**config.mk**
```make
export PLATFORM = sky130hd
export DESIGN_NAME = cbc_fifo
export DESIGN_NICKNAME = d
export VERILOG_FILES = /design/src/hdl/cbc_fifo.sv
export SDC_FILE = /design/constraint.sdc
export NUM_CORES = 1
export LEC_CHECK = 0
export BUFFER_PORTS_ARGS = -buffer_cell sky130_fd_sc_hd__buf_2
export CAP_MARGIN = 15
export CORE_ASPECT_RATIO = 2
export CORE_MARGIN = 5
export CORE_UTILIZATION = 47
export CTS_CLUSTER_SIZE = 30
export DETAILED_ROUTE_END_ITERATION = 12
export PLACE_DENSITY = 0.68
export SYNTH_ARGS = -nofsm -noshare
export SYNTH_HDL_FRONTEND = slang
export SYNTH_SLANG_ARGS = --single-unit
```
**constraint.sdc**
```tcl
create_clock -name clk_i -period 2.3 [get_ports clk_i]
set_clock_uncertainty 0.05 [all_clocks]
set_input_delay 0.345 -clock clk_i [delete_from_list [all_inputs] [get_ports clk_i]]
set_output_delay 0.345 -clock clk_i [all_outputs]
set_load 0.01 [all_outputs]
```
**src/hdl/cbc_fifo.sv**
```systemverilog
// Small first-in first-out item queue with fill count.
module cbc_fifo #(
  parameter int unsigned WIDTH = 8,
  parameter int unsigned DEPTH = 4
) (
  input  logic                       clk_i,
  input  logic                       rst_ni,
  input  logic                       push_i,
  input  logic [WIDTH-1:0]           wdata_i,
  input  logic                       pop_i,
  output logic [WIDTH-1:0]           rdata_o,
  output logic                       full_o,
  output logic                       empty_o,
  output logic [$clog2(DEPTH+1)-1:0] count_o
);

  localparam int unsigned PW = $clog2(DEPTH);
  localparam int unsigned CW = $clog2(DEPTH + 1);

  logic [WIDTH-1:0] mem_q [DEPTH];
  logic [PW-1:0]    wr_q, wr_d, rd_q, rd_d;
  logic [CW-1:0]    cnt_q, cnt_d;
  logic             do_push, do_pop;

  assign full_o  = (cnt_q == CW'(DEPTH));
  assign empty_o = (cnt_q == '0);
  assign count_o = cnt_q;
  assign rdata_o = mem_q[rd_q];
  assign do_push = push_i && !full_o;
  assign do_pop  = pop_i && !empty_o;

  always_comb begin
    wr_d  = wr_q;
    rd_d  = rd_q;
    cnt_d = cnt_q;
    if (do_push) begin
      wr_d = (wr_q == PW'(DEPTH - 1)) ? '0 : wr_q + PW'(1);
    end
    if (do_pop) begin
      rd_d = (rd_q == PW'(DEPTH - 1)) ? '0 : rd_q + PW'(1);
    end
    if (do_push && !do_pop) begin
      cnt_d = cnt_q + CW'(1);
    end else if (do_pop && !do_push) begin
      cnt_d = cnt_q - CW'(1);
    end
  end

  always_ff @(posedge clk_i or negedge rst_ni) begin
    if (!rst_ni) begin
      wr_q  <= '0;
      rd_q  <= '0;
      cnt_q <= '0;
    end else begin
      wr_q  <= wr_d;
      rd_q  <= rd_d;
      cnt_q <= cnt_d;
    end
  end

  always_ff @(posedge clk_i) begin
    if (do_push) begin
      mem_q[wr_q] <= wdata_i;
    end
  end

endmodule

```
==> impl_summary.md <==
Run status
The run finished with clean final reports.

Placed design
The routability congestion estimate from global placement is 0.580. Counting tap cells, the placed design contains a total of 133 instances. The count of buffers added on input and output ports is 24. The wire-length estimate of the detail-placed layout is 1760 um. The worst setup slack before clock tree synthesis is 0.252 ns.

Synthesis
The share of the synthesized area in the top cell type is 0.593. The post-synth net total is 98. edfxtp_1 takes more of the synthesized area than any other cell. The fraction of synthesized cell area in xor and xnor cells is 0.0162. The mean instance size in the synthesized netlist is 20.5 um^2. By area the synthesized netlist is led by edfxtp_1 59%, mux4_2 11%, dfrtp_1 11%, ha_1 4.6%, mux2_2 2.1%. The number of instances in the synthesized netlist is 79. Of the synthesized area, sequential elements account for 0.701. The number of storage elements in the synthesis netlist is 39. Of the total synthesized cell area, the portion taken by full adders, half adders and majority gates is 0.0587. The complex-gate fraction of the synthesized area is 0. The number of warning messages in the yosys log is 0. In this run, distinct cell masters in the synthesized netlist total 19.

The portion of synthesized area spent on multiplexers is 0.151. After synthesis the cells add up to 1620 um^2. Of the total synthesized cell area, the portion taken by AND, OR, NAND and NOR gates is 0.0541. The main combinational cell family by area after synthesis is multiplexers.

Timing
The relative max-transition margin is 0.599. The share of the clock period used by the worst path is 0.930. For this run, the top clock speed supported by timing is 468 MHz.

The transition at the pin with the smallest max-transition slack is 0.602 ns. After routing, the total negative slack on setup checks comes to 0 ns. The minimum setup slack in the final design is 0.161 ns.

Setup repair after global routing left no endpoint under its margin. Setup violations remaining at the end of the flow were counted as 0. The final number of hold-violating endpoints is 0. The count of pins over their slew limit is 0. Counting I/O delays and the setup requirement, the final critical path takes 2.14 ns.

Worst setup path
The largest single stage delay on the critical path is 0.73 ns. The critical path goes through mux4_2 > buf_2. Setup slack on the worst reg-to-reg path comes out at 0.25 ns. STA puts the critical path data arrival time at 1.74 ns.

Among all stages on the critical path, the largest delay is contributed by dfrtp_1. The worst setup path is launched from a flop. The worst setup path is of the reg -> out kind. The endpoint class of the critical path is a primary output. The maximum fanout along the worst path is 11.

For the worst setup path, the data required time is 1.90 ns.

Power and ir drop
After layout, the design draws a total of 2350 uW. The analysis attributes to cell leakage a power of 0.000723 uW. The worst voltage drop across the vdd grid is 0.721 mV.

In this run the power density over the cells is 1260 nW/um^2.

Drt
The number of design rule violations left after detail routing is 0. The routed design has 2380 um of wire. The iteration count of the initial detailed-routing pass is 4. The via count normalized by instance count is 5.46. The number of antenna-violating nets in the routed design is 0. The violation count after the first detailed-route iteration is 14. In the final routed layout, each cell accounts on average for 16.8 um.

The routed layout has 775 vias.

Floorplan
The die covers 4790 um^2. In this run the horizontal extent of the chip is 51.5 um. The initial utilization of the core area, before any placement, comes to 0.480. The floorplan has 30 rows. From bottom edge to top edge, the die measures 93.0 um. In this run the count of I/O pins placed on the die edge is 25.

The floorplan step defined a core boundary enclosing 3380 um^2.

Clock tree
CTS saw 39 sinks. The number of gates resized after CTS is 0. The later pin in the worst-skew pair is clocked with a latency of 0.28 ns.

The tree is rooted in a clkbuf_8. After clock tree synthesis, the clock-pin slew on the worst setup and hold paths is 0.07 ns. TritonCTS built the clock tree. The number of H-tree branching levels is 2.

In this run, CTS created clock tree buffers numbering 5. The longest clock path from root to sink contains 2 buffers.

GRT
The number of global-route vias before repair is 850. The total track usage is 0.122. The initial antenna violation count is 0.

The largest net degree at the start of global routing is 13. The total overflow left after global routing is 0. The first global-routing pass estimated 4120 um of wire.

Layout
The share of the core filled with cells in the final layout is 0.553. The antenna diode instance count is 0. The non-filler instance count after layout is 142.

Of the cells placed in the final design, the portion with a size suffix greater than 1 is 0.473. The number of nets in the final layout is 128. Relative to the synthesized area, the layout overhead comes to 15.4%. The filler cell count is 271.

Run
The tool flagged a number of max-cap violations equal to 0.

Worst hold path
The class of the worst hold path is in -> reg.
## Yosys cell counts, drive strengths merged
cell	n
edfxtp	32
mux4	8
dfrtp	7
ha	6
mux2	5
and2	4
buf	3
inv	3
nor2	3
xor2	2
fa	1
nand2b	1
nor2b	1
nor3	1
nor3b	1
xnor2	1
## flip-flops by register name, indices dropped and copies added (netlist names)
| name | flops |
|---|---|
| count_o | 3 |
| rd_q | 2 |
| wr_q | 2 |
| mem_q | 32 |
## cell usage in the layout, fill, tap and decap left out, types with 3 or more instances in the layout
| master | Yosys | routed |
|---|---|---|
| buf_2 | 1 | 24 |
| mux4_2 | 8 | 8 |
| clkbuf_8 | 0 | 6 |
| inv_1 | 3 | 3 |
| nor2_1 | 3 | 3 |
| ha_1 | 6 | 6 |
| dfrtp_1 | 7 | 7 |
| edfxtp_1 | 32 | 32 |
| mux2_2 | 3 | 3 |
| and2_2 | 4 | 4 |
## power breakdown
group	internal [uW]	total, uW	switching [uW]
Clock	242	457	216
Sequential	956	1130	176
Combinational	435	763	328
Total	1630	2350	720
## through the flow
step / hold WS (ns) / instance area, um^2
floorplan: -0.000591 / 1620
global placement: 0.137 / 1770
detailed placement: 0.143 / 1770
CTS: 0.215 / 1870
global route: 0.214 / 1870
finish: 0.223 / 1870
## logic make-up after synthesis
logic type                 count (synthesis)
xor gates and xnor gates                   3
adders and majority gates                  7
buffers and inverters                      6
DFF                                       39
muxes                                     13
and+or+nand+nor                           11
## routing by layer
metal	share of wire	track usage	vias up
li1	-	-	358
met1	0.36	0.124	387
met2	0.56	0.212	22
met3	0.057	0.0367	8
met4	0.027	0.0722	0
met5	0	0	-
## layout make-up
class / instances / area [um^2] / area share
Sequential cell: 39 / 1140 / 0.608
Multi-Input combinational cell: 34 / 453 / 0.242
Timing Repair Buffer: 26 / 138 / 0.0736
Clock buffer: 7 / 86.3 / 0.0462
Tap cell: 32 / 40.0 / 0.0214
Inverter: 3 / 11.3 / 0.00602
Clock inverter: 1 / 5.00 / 0.00268
## path summary, 6_finish.rpt
| path | end | start | cells past startpoint |
|---|---|---|---|
| max | rdata_o[0] | rd_q[0] | 2 |
| min | mem_q[1][2] | wdata_i[2] | 1 |
| max reg2reg | count_o[2] | count_o[1] | 8 |
| min reg2reg | count_o[2] | count_o[2] | 1 |
| max in group asynchronous | wr_q[1] | rst_ni | 2 |
| min in group asynchronous | count_o[0] | rst_ni | 2 |
## worst max-delay path: cells and delay by family (launching register included)
kind	cells	cell delay, ns
muxes	1	0.58
buffers and inverters	1	0.15
DFF	1	0.73
## repair_timing
action | 4_1_cts | 5_1_grt
setup buffers | 0 | 0
hold endpoints to repair | 7 | 0
endpoints found under the setup margin | 0 | 0
hold buffers | 1 | 0
No activity file was read; power rests on OpenSTA's default activity.
