File: config.mk
export PLATFORM = sky130hd
export DESIGN_NAME = cbc_front
export DESIGN_NICKNAME = d
export VERILOG_FILES = /design/src/hdl/cbc_pkg.sv /design/src/hdl/cbc_front.sv
export SDC_FILE = /design/constraint.sdc
export NUM_CORES = 1
export LEC_CHECK = 0
export BUFFER_PORTS_ARGS = -buffer_cell sky130_fd_sc_hd__clkbuf_2
export CAP_MARGIN = 20
export CELL_PAD_IN_SITES_DETAIL_PLACEMENT = 0
export CELL_PAD_IN_SITES_GLOBAL_PLACEMENT = 1
export CORE_UTILIZATION = 28
export DETAILED_ROUTE_END_ITERATION = 8
export GPL_TIMING_DRIVEN = 0
export PLACE_DENSITY = 0.8
export SETUP_SLACK_MARGIN = 0.02
export SLEW_MARGIN = 20
export SYNTH_ARGS = -nofsm -noshare
export SYNTH_HDL_FRONTEND = slang
export SYNTH_SLANG_ARGS = --single-unit
File: constraint.sdc
create_clock -name clk_i -period 3.4 [get_ports clk_i]
set_clock_uncertainty 0.2 [all_clocks]
set_input_delay 0.68 -clock clk_i [delete_from_list [all_inputs] [get_ports clk_i]]
set_output_delay 0.68 -clock clk_i [all_outputs]
set_load 0.1 [all_outputs]
File: src/hdl/cbc_pkg.sv
// Shared types, constants and helpers of the cartridge bank controller.
package cbc_pkg;

  localparam int unsigned RamDepthDef = 32768;
  localparam int unsigned QueueDepth  = 4;
  localparam int unsigned RomAw       = 21;
  localparam int unsigned RamIw       = 15;

  localparam logic [7:0] OpenBus      = 8'hFF;
  localparam logic [3:0] RamEnKey     = 4'hA;
  localparam logic [4:0] RomSizeReset = 5'd15;
  localparam logic [1:0] RamSizeReset = 2'd3;
  localparam logic [4:0] LowBankReset = 5'd1;

  // bus address bits [15:13]
  localparam logic [2:0] RgnRamEn   = 3'b000;
  localparam logic [2:0] RgnRomBank = 3'b001;
  localparam logic [2:0] RgnUpper   = 3'b010;
  localparam logic [2:0] RgnMode    = 3'b011;
  localparam logic [2:0] RgnExtRam  = 3'b101;

  // configuration register indexes
  localparam logic CfgRomSize = 1'b0;
  localparam logic CfgRamSize = 1'b1;

  typedef enum logic {
    OP_READ  = 1'b0,
    OP_WRITE = 1'b1
  } cbc_op_e;

  typedef enum logic [1:0] {
    KIND_NONE,
    KIND_ROM,
    KIND_RAM_RD,
    KIND_RAM_WR
  } cbc_kind_e;

  typedef struct packed {
    logic [4:0] rom_size_log2;
    logic [1:0] ram_size_sel;
  } cbc_cfg_t;

  typedef struct packed {
    cbc_kind_e         kind;
    logic [RomAw-1:0]  rom_address;
    logic [RamIw-1:0]  ram_index;
    logic [7:0]        data;
  } cbc_cmd_t;

  typedef struct packed {
    logic [7:0]        read_data;
    logic              rom_fetch;
    logic [RomAw-1:0]  rom_address;
  } cbc_rsp_t;

  function automatic logic [15:0] ram_size_bytes(input logic [1:0] code);
    logic [15:0] s;
    case (code)
      2'd0:    s = 16'd0;
      2'd1:    s = 16'd2048;
      2'd2:    s = 16'd8192;
      default: s = 16'd32768;
    endcase
    return s;
  endfunction

endpackage

File: src/hdl/cbc_front.sv
// Front end: bank registers, address decode and item classification.
module cbc_front #(
  parameter int unsigned RAM_DEPTH = cbc_pkg::RamDepthDef
) (
  input  logic              clk_i,
  input  logic              rst_ni,
  input  cbc_pkg::cbc_cfg_t cfg_i,
  input  logic              accept_i,
  input  logic              opcode_i,
  input  logic [15:0]       address_i,
  input  logic [7:0]        write_data_i,
  output cbc_pkg::cbc_cmd_t cmd_o
);
  import cbc_pkg::*;

  localparam logic [15:0] RamLimit = 16'(RAM_DEPTH);

  logic             ram_en_q, ram_en_d;
  logic [4:0]       low_q, low_d;
  logic [1:0]       upper_q, upper_d;
  logic             mode_q, mode_d;
  logic [2:0]       region;
  logic [RamIw-1:0] ram_idx;
  logic [15:0]      size_sel, usable;
  logic             ram_ok, rom_ok;
  logic [RomAw-1:0] phys;

  assign region = address_i[15:13];

  always_comb begin
    ram_idx  = mode_q ? {upper_q, address_i[12:0]} : {2'b00, address_i[12:0]};
    size_sel = ram_size_bytes(cfg_i.ram_size_sel);
    usable   = (size_sel < RamLimit) ? size_sel : RamLimit;
    ram_ok   = ram_en_q && ({1'b0, ram_idx} < usable);

    if (!address_i[14]) begin
      phys = mode_q ? {upper_q, 5'b00000, address_i[13:0]} : {7'b0, address_i[13:0]};
    end else begin
      phys = {upper_q, low_q, address_i[13:0]};
    end
    rom_ok = (cfg_i.rom_size_log2 >= 5'(RomAw)) || ((phys >> cfg_i.rom_size_log2) == '0);

    cmd_o.kind        = KIND_NONE;
    cmd_o.rom_address = '0;
    cmd_o.ram_index   = ram_idx;
    cmd_o.data        = write_data_i;
    if (opcode_i == OP_WRITE) begin
      if (region == RgnExtRam && ram_ok) begin
        cmd_o.kind = KIND_RAM_WR;
      end
    end else if (!address_i[15]) begin
      if (rom_ok) begin
        cmd_o.kind        = KIND_ROM;
        cmd_o.rom_address = phys;
      end
    end else if (region == RgnExtRam && ram_ok) begin
      cmd_o.kind = KIND_RAM_RD;
    end
  end

  always_comb begin
    ram_en_d = ram_en_q;
    low_d    = low_q;
    upper_d  = upper_q;
    mode_d   = mode_q;
    if (accept_i && opcode_i == OP_WRITE) begin
      case (region)
        RgnRamEn:   ram_en_d = (write_data_i[3:0] == RamEnKey);
        RgnRomBank: low_d    = (write_data_i[4:0] == '0) ? LowBankReset : write_data_i[4:0];
        RgnUpper:   upper_d  = write_data_i[1:0];
        RgnMode:    mode_d   = write_data_i[0];
        default:    ;
      endcase
    end
  end

  always_ff @(posedge clk_i or negedge rst_ni) begin
    if (!rst_ni) begin
      ram_en_q <= 1'b0;
      low_q    <= LowBankReset;
      upper_q  <= '0;
      mode_q   <= 1'b0;
    end else begin
      ram_en_q <= ram_en_d;
      low_q    <= low_d;
      upper_q  <= upper_d;
      mode_q   <= mode_d;
    end
  end

  a_low_bank_nonzero: assert property (@(posedge clk_i) disable iff (!rst_ni)
    low_q != '0)
    else $error("low bank select reached zero");

endmodule

==> flow_summary.yaml, run 1 <==
global_routing:
  grt_antenna_before_repair: 0
  first_global_vias: 1307
  grt_total_ovfl: 0
  grt_util_all_layers: 0.183
  grt_start_max_net_pins: 11
  grt_pass1_wl_um: 6090
sta:
  timing.setup.tns_ns: -0.0330
  timing_max_transition_violations_final: 0
  period_share: 1.00
  clock.fmax_ghz: 0.293
  worst_slew_pin_slew_ns: 0.763
  max-slew-margin-rel: 0.487
  setup_viol_count_final: 5
  fin_crit_ns: 3.41
  final_hold_viol_count: 0
  final.setup.worst_slack_ns: -0.0112
  grt_setup_unrepaired: "true"
cells_and_area:
  finish.utilization: 0.584
  insertedDiodeCount: 0
  register_area_um2: 226
  multiInputGateArea_um2: 880
  area_growth_syn_to_layout_pct: 99.9
  layout.cells.most_common: "sky130_fd_sc_hd__clkbuf_2"
  layout.nets: 273
  final_layout_size_suffix_gt1_frac: 0.648
  fill_cells: 358
  final_cell_mix: "52 x sky130_fd_sc_hd__clkbuf_2, 23 x sky130_fd_sc_hd__buf_4, 21 x sky130_fd_sc_hd__clkbuf_16, 15 x sky130_fd_sc_hd__and2_4"
  finish.instance_area_um2: 2350
die:
  coreArea_um2: 4030
  start_util: 0.292
  die-width_um: 66.8
  dieArea_um2: 4470
  rows: 23
  io_pins: 81
  fp.dieH_um: 66.8
synth:
  synth-seq-area-share: 0.192
  synth_fp_nets: 190
  async_flop_share: 1.00
  ys_ff_latch: 9
  synth_area_leaders: "sky130_fd_sc_hd__dfrtp_1 17%, sky130_fd_sc_hd__buf_4 14%, sky130_fd_sc_hd__and2_1 8.5%, sky130_fd_sc_hd__mux2_2 6.7%, sky130_fd_sc_hd__mux2i_1 5.1%"
  postSynthAreaPerCell_um2: 7.65
  synth_top_cell_area_share: 0.170
  netlist_instances: 154
  synth_warnings: 0
  synth_cell_type_count: 39
  synthFlopType: "sky130_fd_sc_hd__dfrtp_1"
  synth_edf_count: 0
  synth_area_um2: 1180
  synth_largest_area_cell: "sky130_fd_sc_hd__dfrtp_1"
status:
  failed_checks: "negative setup slack"
  run_status: "finished with violations"
power:
  power_density_nw_per_um2: 313
  vdd.ir_drop.worst_v: 0.000229
  report.power.total_mw: 0.736
  p_leak_nw: 1.09
detailed_routing:
  route.antenna.remaining_nets: 0
  detailroute.via_count: 1414
  detail_route.vias_per_cell: 4.94
  drt_iter0_drc: 41
  route.detailed.wl_per_inst_um: 14.3
  drtPass1Iterations: 4
  remaining_drcs: 0
  route.final.wire_length_um: 4080
setup_path:
  cp_data_required_time_ns: 2.52
  cp_max_fo: 10
  path_buf_inv: 5
  critical_path.endpoint_type: "output port"
  critical_path_class: "input pin to output port"
  critical_path_arrival_ns: 2.53
  cp_slowest_stage_delay_ns: 0.26
  timing.critical_path.cells: "buf_12 -> buf_8 -> nand3b_1 -> a31oi_1 -> o21ai_1 -> a311oi_2 -> a311oi_2 -> buf_4 -> buf_8 -> a21o_4 -> clkbuf_16"
  setup.reg_to_reg.worst_slack_ns: 2.34
  worst_setup_path_start_kind: "input pin"
  crit_family: "compound AO/OA/AOI/OAI gates"
  cpMaxStageDelayCell: "sky130_fd_sc_hd__a311oi_2"
cts:
  worstSkewPairLatency_ns: 0.24
  clk_root_buffer_cell: "sky130_fd_sc_hd__clkbuf_8"
  cts.hold.buffers_added: 0
  ctsLongestPathBuffers: 2
  clkSinkCount: 9
  cts_made_buffers: 3
  cts_tree: "built"
  clk_pin_slew_worst_paths_ns: 0.04
  clock_tree.htree_level_count: 1
place:
  dpl_cell_area_um2: 1750
  portBuffers: 74
  place.detailed.hpwl_um: 2810
  placer_congestion_estimate: 0.769
job:
  maxCapViolations: 0
min_path:
  worst_hold_path_type: "input pin to async pin"
[cell type report]
cell class                      count  share of cell area
Timing Repair Buffer               78               0.371
Buffer                             29               0.104
Sequential cell                     9              0.0962
Inverter                            6             0.00957
Clock buffer                        4              0.0191
Tap cell                           50              0.0266
Multi-Input combinational cell    110               0.374
[cells by family (layout without fill, tap and decap cells)]
kind of cell / count (synthesis) / in the layout / synth area share
AOI/OAI and AO/OA: 28 / 28 / 0.162
adders and majority gates: 1 / 1 / 0.0106
buffers and inverters: 35 / 117 / 0.190
DFF: 9 / 9 / 0.192
muxes: 14 / 14 / 0.131
and+or+nand+nor: 67 / 67 / 0.315
[layer usage]
layer	GRT usage	part of all wire	up-vias
met5	0	0	-
met4	0.0931	0.018	0
met3	0.0342	0.079	7
met2	0.319	0.48	68
met1	0.209	0.42	646
li1	-	-	693
[sequential cells by signal, indices dropped and copies added, names as in the netlist]
register  flops
mode_q        1
upper_q       2
low_q         5
ram_en_q      1
[repair_timing]
action | in CTS | in global routing
endpoints found under the setup margin | 22 | 22
setup buffers | 2 | 0
pin swaps | 5 | 5
gates resized for setup | 75 | 12
hold endpoints to repair | 0 | 0
cloned | 1 | 1
[metrics by stage]
stage,setup WS (ns),std cells,hold WS [ns]
floorplan,-0.314,154,0.184
detailed placement,-0.481,278,0.315
global route,-0.104,286,0.101
CTS,-0.0123,285,0.0944
finish,-0.0112,286,0.0920
global placement,-0.480,278,0.315
[synthesized netlist by cell type (all sizes together), types with 2 or more instances]
library cell,count
o31ai,2
inv,6
buf,27
dfrtp,8
nand3b,4
a31oi,4
nand2,10
mux2,8
nor2b,3
clkbuf,2
and2,16
a21oi,5
nor4,4
o211ai,2
nand2b,2
mux2i,6
nand3,5
nor2,10
and3,5
o21ai,6
a211oi,2
a311oi,2
nor3,6
[final timing paths]
check / start / to / cells past startpoint
worst max-delay path: cfg_i[2] / cmd_o[44] / 11
worst min-delay path: rst_ni / ram_en_q$_DFFE_PN0P_ / 1
worst max register to register: mode_q$_DFFE_PN0P_ / mode_q$_DFFE_PN0P_ / 1
worst min register to register: low_q[0]$_DFFE_PN1P_ / low_q[0]$_DFFE_PN1P_ / 2
max in group asynchronous: rst_ni / low_q[0]$_DFFE_PN1P_ / 1
min in group clk_i: low_q[0]$_DFFE_PN1P_ / low_q[0]$_DFFE_PN1P_ / 2
[power breakdown]
group          internal (mW)  total [mW]  leakage (nW)  switching [mW]
Combinational          0.157       0.447         0.961           0.290
Clock                 0.0820       0.128        0.0228          0.0459
Sequential             0.133       0.161         0.110          0.0283
Note: power is estimated with default switching activity, not from simulation.
==> inputs of run 2 (changes only) <==
- CTS_BUF_LIST: default -> sky130_fd_sc_hd__clkbuf_4 sky130_fd_sc_hd__clkbuf_8
- SKIP_CTS_REPAIR_TIMING: default -> 1
==> flow_summary.yaml, run 2 (synthesis results as in run 1) <==
status:
  run_status: "finished with violations"
  failed_checks: "negative setup slack"
power:
  report.power.total_mw: 0.735
  power_switching_mw: 0.365
  power_density_nw_per_um2: 330
  vdd.ir_drop.worst_v: 0.000237
  seqPwrFrac: 0.218
  power_report.internal_total_mw: 0.370
  p_leak_nw: 1.03
  switching_share: 0.496
  clockPowerShare: 0.185
  share_comb_of_total_power: 0.597
setup_path:
  cp_max_fo: 7
  timing.critical_path.cells: "buf_12 -> mux2_4 -> o21a_4 -> nor4_4 -> o21ai_1 -> a311oi_2 -> buf_4 -> buf_8 -> and3_4 -> buf_12"
  worst_setup_path_start_kind: "input pin"
  ff2ff_path_depth: 1
  cp_slowest_stage_delay_ns: 0.30
  cpMaxStageDelayCell: "sky130_fd_sc_hd__mux2_4"
  critical_path_class: "input pin to output port"
  critical_path_arrival_ns: 2.63
  cp_data_required_time_ns: 2.52
  critical_path.endpoint_type: "output port"
  timing.critical_path.mode_cell: "sky130_fd_sc_hd__buf_12"
  setup.reg_to_reg.worst_slack_ns: 2.34
cts:
  cts_made_buffers: 3
  worstSkewPairLatency_ns: 0.24
  cts_tree: "built"
  clkSinkCount: 9
  ctsLongestPathBuffers: 2
  clk_pin_slew_worst_paths_ns: 0.04
  clk_root_buffer_cell: "sky130_fd_sc_hd__clkbuf_8"
  clock_tree.htree_level_count: 1
place:
  place.detailed.hpwl_um: 2810
  placer_congestion_estimate: 0.769
  portBuffers: 74
  place_inst: 278
min_path:
  worst_hold_path_type: "input pin to async pin"
cells_and_area:
  area_growth_syn_to_layout_pct: 88.9
  layoutNonFillerInstCount: 285
  final_layout_size_suffix_gt1_frac: 0.647
  layout.cells.most_common: "sky130_fd_sc_hd__clkbuf_2"
  largest_registers: "low_q: 5 flops, upper_q: 2 flops"
  final_cell_mix: "55 x sky130_fd_sc_hd__clkbuf_2, 23 x sky130_fd_sc_hd__buf_12, 23 x sky130_fd_sc_hd__buf_4, 15 x sky130_fd_sc_hd__and2_4"
  insertedDiodeCount: 0
  top_register: "low_q"
  layout.nets: 272
  flip_flop_count_of_the_largest_register_all_copies_and_words_added: 5
detailed_routing:
  drt_iter0_drc: 51
  route.detailed.wl_per_inst_um: 14.0
  route.final.wire_length_um: 3980
  route.antenna.remaining_nets: 0
  remaining_drcs: 0
  detailroute.via_count: 1387
  detail_route.vias_per_cell: 4.87
  drtPass1Iterations: 4
global_routing:
  grt_antenna_before_repair: 0
  grt_util_all_layers: 0.158
  grt_start_max_net_pins: 11
  first_global_vias: 1135
  grt_pass1_wl_um: 5280
  grt_total_ovfl: 0
sta:
  setup_viol_count_final: 22
  max-slew-margin-rel: 0.491
  worst_slew_pin_slew_ns: 0.758
  grt_setup_unrepaired: "true"
  final_hold_viol_count: 0
  clock.fmax_ghz: 0.285
  fin_crit_ns: 3.51
  timing_max_transition_violations_final: 0
  period_share: 1.03
  final.setup.worst_slack_ns: -0.105
die:
  die-width_um: 66.8
  dieArea_um2: 4470
  fp.dieH_um: 66.8
  io_pins: 81
  coreArea_um2: 4030
  start_util: 0.292
  rows: 23
job:
  maxCapViolations: 0
-- run 2: metal layers --
layer  part of all wire  up-vias  GRT usage  wire, um
met5                  0        -          0         0
met4              0.015        0     0.0798        59
met3              0.066        5     0.0223       262
met2               0.49       61      0.258      1970
met1               0.43      631      0.199      1690
li1                   -      690          -         -
-- run 2: through the flow --
stage	utilization	cell area, um^2	setup TNS [ns]	hold WS [ns]	setup WS (ns)
2_1_floorplan	-	1310	-0.441	0.184	-0.314
3_3_place_gp	0.433	1750	-9.53	0.315	-0.480
3_5_place_dp	0.433	1750	-9.55	0.315	-0.481
4_1_cts	0.445	1790	-9.47	0.0944	-0.478
5_1_grt	0.552	2220	-2.72	0.101	-0.146
6_report	0.552	2220	-1.71	0.0919	-0.105
-- run 2: path summary, 6_finish.rpt --
kind                                        end                  from
setup / recovery                      cmd_o[39]              cfg_i[2]
hold / removal             ram_en_q$_DFFE_PN0P_                rst_ni
setup reg to reg             mode_q$_DFFE_PN0P_    mode_q$_DFFE_PN0P_
hold reg to reg            low_q[0]$_DFFE_PN1P_  low_q[0]$_DFFE_PN1P_
max in group asynchronous  low_q[0]$_DFFE_PN1P_                rst_ni
min in group clk_i         low_q[0]$_DFFE_PN1P_  low_q[0]$_DFFE_PN1P_
-- run 2: critical path: cells and delay by family --
kind                   cells  cell delay (ns)
AOI/OAI and AO/OA          3             0.56
buffers and inverters      4             0.62
muxes                      1             0.30
and+or+nand+nor            2             0.47
-- run 2: layout make-up --
type	instances	area, um^2
timing repair buffer	77	741
sequential	9	226
fill	377	1800
tap	50	62.6
buffer	29	234
inverter	6	22.5
clock buffer	4	48.8
multi-input combinational	110	890
-- run 2: power groups by stage --
stage                     sequential, mW  clock, mW  combinational, mW
after detailed placement           0.158          0              0.395
after global placement             0.156          0              0.392
after floorplan                    0.150          0              0.325
final                              0.161      0.136              0.439
after CTS                          0.157      0.138              0.396
after global routing               0.166      0.145              0.461
